===== src/hdl/wrrs_pkg.sv =====
`default_nettype none
package wrrs_pkg;

    localparam int MAX_ENTRIES_DEF = 16;
    localparam int WEIGHT_W        = 16;
    localparam int RND_W           = 31;
    localparam int TOTAL_W         = 20;
    localparam int STATUS_W        = 2;
    localparam int INDEX_W         = 4;
    localparam int ALU_W           = TOTAL_W + 1;
    localparam int STEP_W          = $clog2(RND_W);

    typedef enum logic [STATUS_W-1:0] {
        ST_ADDED    = 2'd0,
        ST_FULL     = 2'd1,
        ST_SELECTED = 2'd2,
        ST_DEFAULT  = 2'd3
    } t_status;

    typedef enum logic {
        ALU_ADD = 1'b0,
        ALU_SUB = 1'b1
    } t_alu_op;

    typedef enum logic [2:0] {
        S_IDLE  = 3'd0,
        S_ADD   = 3'd1,
        S_DIV   = 3'd2,
        S_WALK  = 3'd3,
        S_DEC_W = 3'd4,
        S_DEC_T = 3'd5
    } t_state;

endpackage
`default_nettype wire


===== src/hdl/wrrs_alu.sv =====
`default_nettype none
module wrrs_alu (
    input  wire logic [wrrs_pkg::ALU_W-1:0] i_a,
    input  wire logic [wrrs_pkg::ALU_W-1:0] i_b,
    input  wire wrrs_pkg::t_alu_op          i_op,
    output logic      [wrrs_pkg::ALU_W-1:0] o_y,
    output logic                            o_borrow
);

    logic [wrrs_pkg::ALU_W:0] full;

    always_comb begin
        unique case (i_op)
            wrrs_pkg::ALU_ADD: full = {1'b0, i_a} + {1'b0, i_b};
            wrrs_pkg::ALU_SUB: full = {1'b0, i_a} - {1'b0, i_b};
            default:           full = '0;
        endcase
    end

    assign o_y      = full[wrrs_pkg::ALU_W-1:0];
    assign o_borrow = (i_op == wrrs_pkg::ALU_SUB) && full[wrrs_pkg::ALU_W];

endmodule
`default_nettype wire


===== src/hdl/wrrs_mem.sv =====
`default_nettype none
module wrrs_mem #(
    parameter int DEPTH = wrrs_pkg::MAX_ENTRIES_DEF,
    parameter int AW    = $clog2(DEPTH)
) (
    input  wire logic                          i_clk,
    input  wire logic                          i_we,
    input  wire logic [AW-1:0]                 i_waddr,
    input  wire logic [wrrs_pkg::WEIGHT_W-1:0] i_wdata,
    input  wire logic [AW-1:0]                 i_raddr,
    output logic      [wrrs_pkg::WEIGHT_W-1:0] o_rdata
);

    logic [wrrs_pkg::WEIGHT_W-1:0] mem [DEPTH];

    always_ff @(posedge i_clk) begin
        if (i_we) begin
            mem[i_waddr] <= i_wdata;
        end
        o_rdata <= mem[i_raddr];
    end

endmodule
`default_nettype wire


===== src/hdl/weighted_random_reply_select.sv =====
`default_nettype none
// Channel    Handshake                Payload
// command    start / busy             i_op, i_weight, i_random_value
// result     o_result_valid strobe    o_status, o_index
// config     i_cfg_we                 i_cfg_wdata (reduce_mode)
//
// Append: the result strobe follows the S_ADD state; from idle when full.
// Select: restoring modulo of i_random_value by the total in S_DIV, then
// one entry per cycle walked through the weight memory in S_WALK, plus
// S_DEC_W and S_DEC_T when a weight is lowered. A zero total answers from idle.
// Synchronous active-low reset clears count, total and mode; no clearing pass.
// The receiver cannot stall; each result shows for one cycle only.
module weighted_random_reply_select #(
    parameter int MAX_ENTRIES = wrrs_pkg::MAX_ENTRIES_DEF
) (
    input  wire logic                          i_clk,
    input  wire logic                          i_rst_n,
    input  wire logic                          start,
    output logic                               busy,
    input  wire logic                          i_op,
    input  wire logic [wrrs_pkg::WEIGHT_W-1:0] i_weight,
    input  wire logic [wrrs_pkg::RND_W-1:0]    i_random_value,
    input  wire logic                          i_cfg_we,
    input  wire logic                          i_cfg_wdata,
    output logic                               o_result_valid,
    output logic      [wrrs_pkg::STATUS_W-1:0] o_status,
    output logic      [wrrs_pkg::INDEX_W-1:0]  o_index
);

    localparam int IDX_W = $clog2(MAX_ENTRIES);
    localparam int CNT_W = $clog2(MAX_ENTRIES + 1);
    localparam int TW    = wrrs_pkg::TOTAL_W;
    localparam int AW    = wrrs_pkg::ALU_W;
    localparam int OW    = wrrs_pkg::INDEX_W;

    wrrs_pkg::t_state  r_state, n_state;
    logic              r_done, n_done;
    logic [CNT_W-1:0]  r_count, n_count;
    logic [TW-1:0]     r_total, n_total;
    logic              r_reduce_mode, n_reduce_mode;

    wrrs_pkg::t_status              r_status, n_status;
    logic [OW-1:0]                  r_index, n_index;
    logic [wrrs_pkg::WEIGHT_W-1:0]  r_weight, n_weight;
    logic [wrrs_pkg::RND_W-1:0]     r_rnd, n_rnd;
    logic [TW-1:0]                  r_rem, n_rem;
    logic [wrrs_pkg::STEP_W-1:0]    r_step, n_step;
    logic [IDX_W-1:0]               r_idx, n_idx;

    logic [AW-1:0]          alu_a, alu_b, alu_y;
    wrrs_pkg::t_alu_op      alu_op;
    logic                   alu_borrow;

    logic                           mem_we;
    logic [IDX_W-1:0]               mem_waddr, mem_raddr;
    logic [wrrs_pkg::WEIGHT_W-1:0]  mem_wdata, mem_rdata;

    logic [AW-1:0]          rem_sh;
    logic [CNT_W-1:0]       idx_inc;
    logic                   walk_last;
    logic [IDX_W+OW-1:0]    idx_ext;
    logic [IDX_W+OW-1:0]    cnt_ext;

    wrrs_alu u_alu (
        .i_a      (alu_a),
        .i_b      (alu_b),
        .i_op     (alu_op),
        .o_y      (alu_y),
        .o_borrow (alu_borrow)
    );

    wrrs_mem #(
        .DEPTH (MAX_ENTRIES),
        .AW    (IDX_W)
    ) u_mem (
        .i_clk   (i_clk),
        .i_we    (mem_we),
        .i_waddr (mem_waddr),
        .i_wdata (mem_wdata),
        .i_raddr (mem_raddr),
        .o_rdata (mem_rdata)
    );

    assign rem_sh    = {r_rem, r_rnd[wrrs_pkg::RND_W-1]};
    assign idx_inc   = CNT_W'(r_idx) + CNT_W'(1);
    assign walk_last = (idx_inc == r_count);
    assign idx_ext   = {{OW{1'b0}}, r_idx};
    assign cnt_ext   = {{OW{1'b0}}, r_count[IDX_W-1:0]};

    // shared unit operand select
    always_comb begin
        alu_a  = '0;
        alu_b  = '0;
        alu_op = wrrs_pkg::ALU_SUB;
        unique case (r_state)
            wrrs_pkg::S_ADD: begin
                alu_a  = AW'(r_total);
                alu_b  = AW'(r_weight);
                alu_op = wrrs_pkg::ALU_ADD;
            end
            wrrs_pkg::S_DIV: begin
                alu_a = rem_sh;
                alu_b = AW'(r_total);
            end
            wrrs_pkg::S_WALK: begin
                alu_a = AW'(r_rem);
                alu_b = AW'(mem_rdata);
            end
            wrrs_pkg::S_DEC_W: begin
                alu_a = AW'(r_weight);
                alu_b = AW'(1);
            end
            wrrs_pkg::S_DEC_T: begin
                alu_a = AW'(r_total);
                alu_b = AW'(1);
            end
            default: begin
                alu_a = '0;
            end
        endcase
    end

    always_comb begin
        n_state       = r_state;
        n_done        = 1'b0;
        n_count       = r_count;
        n_total       = r_total;
        n_reduce_mode = i_cfg_we ? i_cfg_wdata : r_reduce_mode;
        n_status      = r_status;
        n_index       = r_index;
        n_weight      = r_weight;
        n_rnd         = r_rnd;
        n_rem         = r_rem;
        n_step        = r_step;
        n_idx         = r_idx;
        mem_we        = 1'b0;
        mem_waddr     = r_idx;
        mem_wdata     = alu_y[wrrs_pkg::WEIGHT_W-1:0];
        mem_raddr     = '0;
        unique case (r_state)
            wrrs_pkg::S_IDLE: begin
                if (start) begin
                    if (!i_op) begin
                        if (r_count == CNT_W'(MAX_ENTRIES)) begin
                            n_done   = 1'b1;
                            n_status = wrrs_pkg::ST_FULL;
                            n_index  = '0;
                        end else begin
                            n_weight = i_weight;
                            n_state  = wrrs_pkg::S_ADD;
                        end
                    end else if (r_total == '0) begin
                        n_done   = 1'b1;
                        n_status = wrrs_pkg::ST_DEFAULT;
                        n_index  = '0;
                    end else begin
                        n_rnd   = i_random_value;
                        n_rem   = '0;
                        n_step  = '0;
                        n_state = wrrs_pkg::S_DIV;
                    end
                end
            end
            wrrs_pkg::S_ADD: begin
                mem_we    = 1'b1;
                mem_waddr = r_count[IDX_W-1:0];
                mem_wdata = r_weight;
                n_total   = alu_y[TW-1:0];
                n_count   = r_count + CNT_W'(1);
                n_done    = 1'b1;
                n_status  = wrrs_pkg::ST_ADDED;
                n_index   = cnt_ext[OW-1:0];
                n_state   = wrrs_pkg::S_IDLE;
            end
            wrrs_pkg::S_DIV: begin
                n_rem  = alu_borrow ? rem_sh[TW-1:0] : alu_y[TW-1:0];
                n_rnd  = {r_rnd[wrrs_pkg::RND_W-2:0], 1'b0};
                n_step = r_step + wrrs_pkg::STEP_W'(1);
                if (r_step == wrrs_pkg::STEP_W'(wrrs_pkg::RND_W - 1)) begin
                    n_idx   = '0;
                    n_state = wrrs_pkg::S_WALK;
                end
            end
            wrrs_pkg::S_WALK: begin
                if (alu_borrow) begin
                    n_weight = mem_rdata;
                    if (r_reduce_mode && (mem_rdata > wrrs_pkg::WEIGHT_W'(1))) begin
                        n_state = wrrs_pkg::S_DEC_W;
                    end else begin
                        n_done   = 1'b1;
                        n_status = wrrs_pkg::ST_SELECTED;
                        n_index  = idx_ext[OW-1:0];
                        n_state  = wrrs_pkg::S_IDLE;
                    end
                end else begin
                    n_rem = alu_y[TW-1:0];
                    if (walk_last) begin
                        n_done   = 1'b1;
                        n_status = wrrs_pkg::ST_DEFAULT;
                        n_index  = '0;
                        n_state  = wrrs_pkg::S_IDLE;
                    end else begin
                        n_idx     = idx_inc[IDX_W-1:0];
                        mem_raddr = idx_inc[IDX_W-1:0];
                    end
                end
            end
            wrrs_pkg::S_DEC_W: begin
                mem_we  = 1'b1;
                n_state = wrrs_pkg::S_DEC_T;
            end
            wrrs_pkg::S_DEC_T: begin
                n_total  = alu_y[TW-1:0];
                n_done   = 1'b1;
                n_status = wrrs_pkg::ST_SELECTED;
                n_index  = idx_ext[OW-1:0];
                n_state  = wrrs_pkg::S_IDLE;
            end
            default: begin
                n_state = wrrs_pkg::S_IDLE;
            end
        endcase
    end

    always_ff @(posedge i_clk) begin
        if (!i_rst_n) begin
            r_state       <= wrrs_pkg::S_IDLE;
            r_done        <= 1'b0;
            r_count       <= '0;
            r_total       <= '0;
            r_reduce_mode <= 1'b0;
        end else begin
            r_state       <= n_state;
            r_done        <= n_done;
            r_count       <= n_count;
            r_total       <= n_total;
            r_reduce_mode <= n_reduce_mode;
        end
    end

    always_ff @(posedge i_clk) begin
        r_status <= n_status;
        r_index  <= n_index;
        r_weight <= n_weight;
        r_rnd    <= n_rnd;
        r_rem    <= n_rem;
        r_step   <= n_step;
        r_idx    <= n_idx;
    end

    assign busy           = (r_state != wrrs_pkg::S_IDLE);
    assign o_result_valid = r_done;
    assign o_status       = r_status;
    assign o_index        = r_index;

endmodule
`default_nettype wire

===== config.mk =====
export PLATFORM = sky130hd
export DESIGN_NAME = weighted_random_reply_select
export DESIGN_NICKNAME = d
export VERILOG_FILES = /design/src/hdl/wrrs_pkg.sv /design/src/hdl/wrrs_alu.sv /design/src/hdl/wrrs_mem.sv /design/src/hdl/weighted_random_reply_select.sv
export SDC_FILE = /design/constraint.sdc
export NUM_CORES = 1
export LEC_CHECK = 0
export ABC_AREA = 1
export BUFFER_PORTS_ARGS = -buffer_cell sky130_fd_sc_hd__buf_2
export CAP_MARGIN = 25
export CORE_ASPECT_RATIO = 1.1
export CORE_MARGIN = 4
export CORE_UTILIZATION = 60
export DETAILED_ROUTE_END_ITERATION = 6
export GPL_TIMING_DRIVEN = 0
export MAX_ROUTING_LAYER = met4
export PLACE_DENSITY = 0.77
export SLEW_MARGIN = 10
export SYNTH_ARGS = -nofsm -noshare
export SYNTH_HDL_FRONTEND = slang
export SYNTH_SLANG_ARGS = --single-unit

===== constraint.sdc =====
create_clock -name i_clk -period 13.25 [get_ports i_clk]
set_input_delay 0.6625 -clock i_clk [delete_from_list [all_inputs] [get_ports i_clk]]
set_output_delay 0.6625 -clock i_clk [all_outputs]
set_load 0.01 [all_outputs]

==> run metrics <==
status completed; Post-Layout Cell Count ~2.7k; max cap viols 0; Final Util 0.695; PD cells around 300 nW/µm²; Post-Place Setup Slack about 5900 ps; r2r startpoint r_state[1]$_SDFFE_PN0P_; gp weighted congestion a little over 1; Flop pwr share 0.325; min-delay src i_cfg_we; most frequent cell after synthesis nand2_1; prevailing post-synth register cell edfxtp_1; Mapped Cells approximately 2.1k; share of cells above drive strength 1 0.111; final setup fails 0; port bufs 60; yosys warns 0; initial antenna violation count 0; H-Tree Depth 2; final WL 61100 µm; Cell Area, Placed 20600 µm²; switching pwr about 3 mW; FF+latch count, synth 384; first-pass GRT wire length just over 90000 µm; area leader, netlist edfxtp_1; cts repair resizes 0; Worst R2R End u_mem.mem[15][14]$_DFFE_PP_; critical path type reg -> reg; number of I/O pins 61; post-DP HPWL around 45000 µm; total power around 6.6 mW; Seq/Total Area, Yosys 0.574; peak supply drop ~0.18 mV; Worst slew margin 0.338; crit path launch type register; switching share of power 0.455; full die area roughly 35000 µm²; Hold WC Path Type in -> reg; First-pass DRT Iterations 6; worst-path maximum fanout 16; worst slew pin tran about 990 ps; post-route cell area between 20000 and 25000 µm²; average size of a mapped cell between 9 and 10 µm²; WHS Endpoint r_reduce_mode$_SDFFE_PN0P_; via count around 16k; ANT nets after route 0; area grow syn2layout 13.8%; buffer count from post-CTS setup fixing 0; CTS root buffer clkbuf_16; total internal power ~3.6 mW; Final Max Tran Viols 0; FMAX 130 MHz; CP arrival a little under 8000 ps; nets@finish roughly 2.3k; synth top area cells edfxtp_1 (53%), nand2_1 (8.3%), nand3_1 (7.3%); Synth top area share 0.526; post-synthesis cell area roughly 19000 µm²; WP data required between 10000 and 15000 ps; Clock Power Share 0.179; CTS max path bufs 3; Multi-input gate area 6360 µm²; Num Clock Sinks about 380; Seq. cell area about 11000 µm²; fin crit share 0.580; CTS tree done; slack of the critical path 5560 ps; final hold vios 0; die width roughly 180 µm; vias in the first global route about 16k; Final min period a little under 8000 ps; diode count 0; unrepaired setup endpoints after global routing false; Routed WL per cell 22.7 µm; Iter 0 DRT Violations a little under 2k; row count ~70; CORE AREA about 32000 µm²; CP endpoint kind register; setup TNS 0 ps; Yosys cell types 37; grt ovf 0; fillcell total roughly 2.4k; largest net degree at the start of global routing 37; Total Routing Usage GR 0.358; CTS Buf Count 41; reg-to-reg slack, setup around 5600 ps; Hold WS 310 ps; clk slew on worst S/H paths around 60 ps; worst-skew pair later-pin latency 560 ps; CTS hold repair buffers 0; part of the power in combinational logic 0.497; most frequent cells after synthesis nand2_1 (425), inv_1 (370), edfxtp_1 (338); vias per cell around 6; Die H ~200 µm; Leak roughly 9.6 nW; Most common cell on crit path nand2_1; Worst Clk Skew 25.8 ps; Placed Cells incl. Taps 2620; post-synth net total approximately 2.2k; Max stage delay on crit path ~730 ps; Starting Density 0.611; DRC viols 0; slowest stage cell, crit path buf_1; async set-or-reset flop fraction in the synthesized netlist 0; EDFF count, synth roughly 340; R2R cell count 28; worst hold stages 2
[kinds of logic after synthesis]
group	after synthesis	synth area share
DFF	384	0.574
and+or+nand+nor	982	0.233
adders and majority gates	28	0.0186
buffers and inverters	497	0.102
AOI/OAI and AO/OA	187	0.0555
xor gates and xnor gates	38	0.0173
[cells in the final DEF (no fill, tap or decap), types with 3 or more instances in the layout]
master,count
nor2_2,23
inv_1,370
nand4_1,146
nand2_1,424
buf_2,99
o21ai_0,56
clkinv_1,6
o211ai_1,19
o2111ai_1,3
nor2_1,81
a22oi_1,11
buf_8,20
xor2_1,23
dfxtp_1,46
edfxtp_1,338
clkbuf_16,42
buf_1,15
buf_4,16
nor3_1,9
inv_2,4
bufinv_16,5
clkbuf_8,3
o22ai_1,17
o21ai_2,15
a31oi_1,6
clkbuf_1,58
ha_1,27
nor4_1,11
a21oi_1,54
xnor2_1,15
clkinv_2,11
nand3_1,280
[worst max path at each step]
stage | from | endpoint | depth (start not counted) | slack (ps)
after global placement | r_state[1]$_SDFFE_PN0P_ | u_mem.mem[12][12]$_DFFE_PP_ | 25 | 4510
final | r_state[1]$_SDFFE_PN0P_ | u_mem.mem[15][14]$_DFFE_PP_ | 28 | 5560
after global routing | r_state[1]$_SDFFE_PN0P_ | u_mem.mem[15][14]$_DFFE_PP_ | 28 | 5330
after floorplan | r_state[1]$_SDFFE_PN0P_ | u_mem.mem[0][14]$_DFFE_PP_ | 28 | 8180
after detailed placement | r_state[1]$_SDFFE_PN0P_ | u_mem.mem[9][14]$_DFFE_PP_ | 28 | 5940
after CTS | r_state[1]$_SDFFE_PN0P_ | u_mem.mem[15][14]$_DFFE_PP_ | 28 | 5890
[state kept, by name, indices dropped and copies added, names as in the netlist]
| name | count |
|---|---|
| r_rem | 20 |
| u_mem.mem | 256 |
| o_status | 2 |
| r_reduce_mode | 1 |
| r_rnd | 31 |
| u_mem.o_rdata | 16 |
| r_weight | 16 |
| r_state | 3 |
| o_index | 4 |
| r_count | 5 |
| r_total | 20 |
| r_step | 5 |
| r_idx | 4 |
| o_result_valid | 1 |
[power by group through the flow]
stage	combinational, mW	sequential, mW	clock (mW)
finish	3.26	2.13	1.17
global route	3.45	2.14	1.23
CTS	3.17	2.13	1.18
detailed placement	3.14	2.15	0
global placement	2.76	2.22	0
floorplan	1.65	2.14	0
[per-layer routing]
metal / vias up / global-route usage / wire (µm) / share of wire
met5: - / - / 0 / 0
met4: 0 / 0.225 / 4880 / 0.080
met3: 271 / 0.0607 / 5750 / 0.094
met2: 1028 / 0.558 / 28300 / 0.46
met1: 7544 / 0.433 / 22200 / 0.36
li1: 7424 / - / - / -
[worst max-delay path: cells and delay by family (launching register included)]
kind	cells	cell delay (ps)
xor+xnor	1	230
simple gates	12	1380
flops	1	400
compound gates	5	1590
buf+inv	8	3070
fa+ha+maj	2	690
[cell type report]
type | count | area share
Buffer | 120 | 0.0253
Clock buffer | 51 | 0.0508
Clock inverter | 23 | 0.0117
Inverter | 377 | 0.0645
Multi-Input combinational cell | 1235 | 0.290
Sequential cell | 384 | 0.504
Tap cell | 420 | 0.0239
Timing Repair Buffer | 84 | 0.0297
Note: power is estimated with default switching activity, not from simulation.
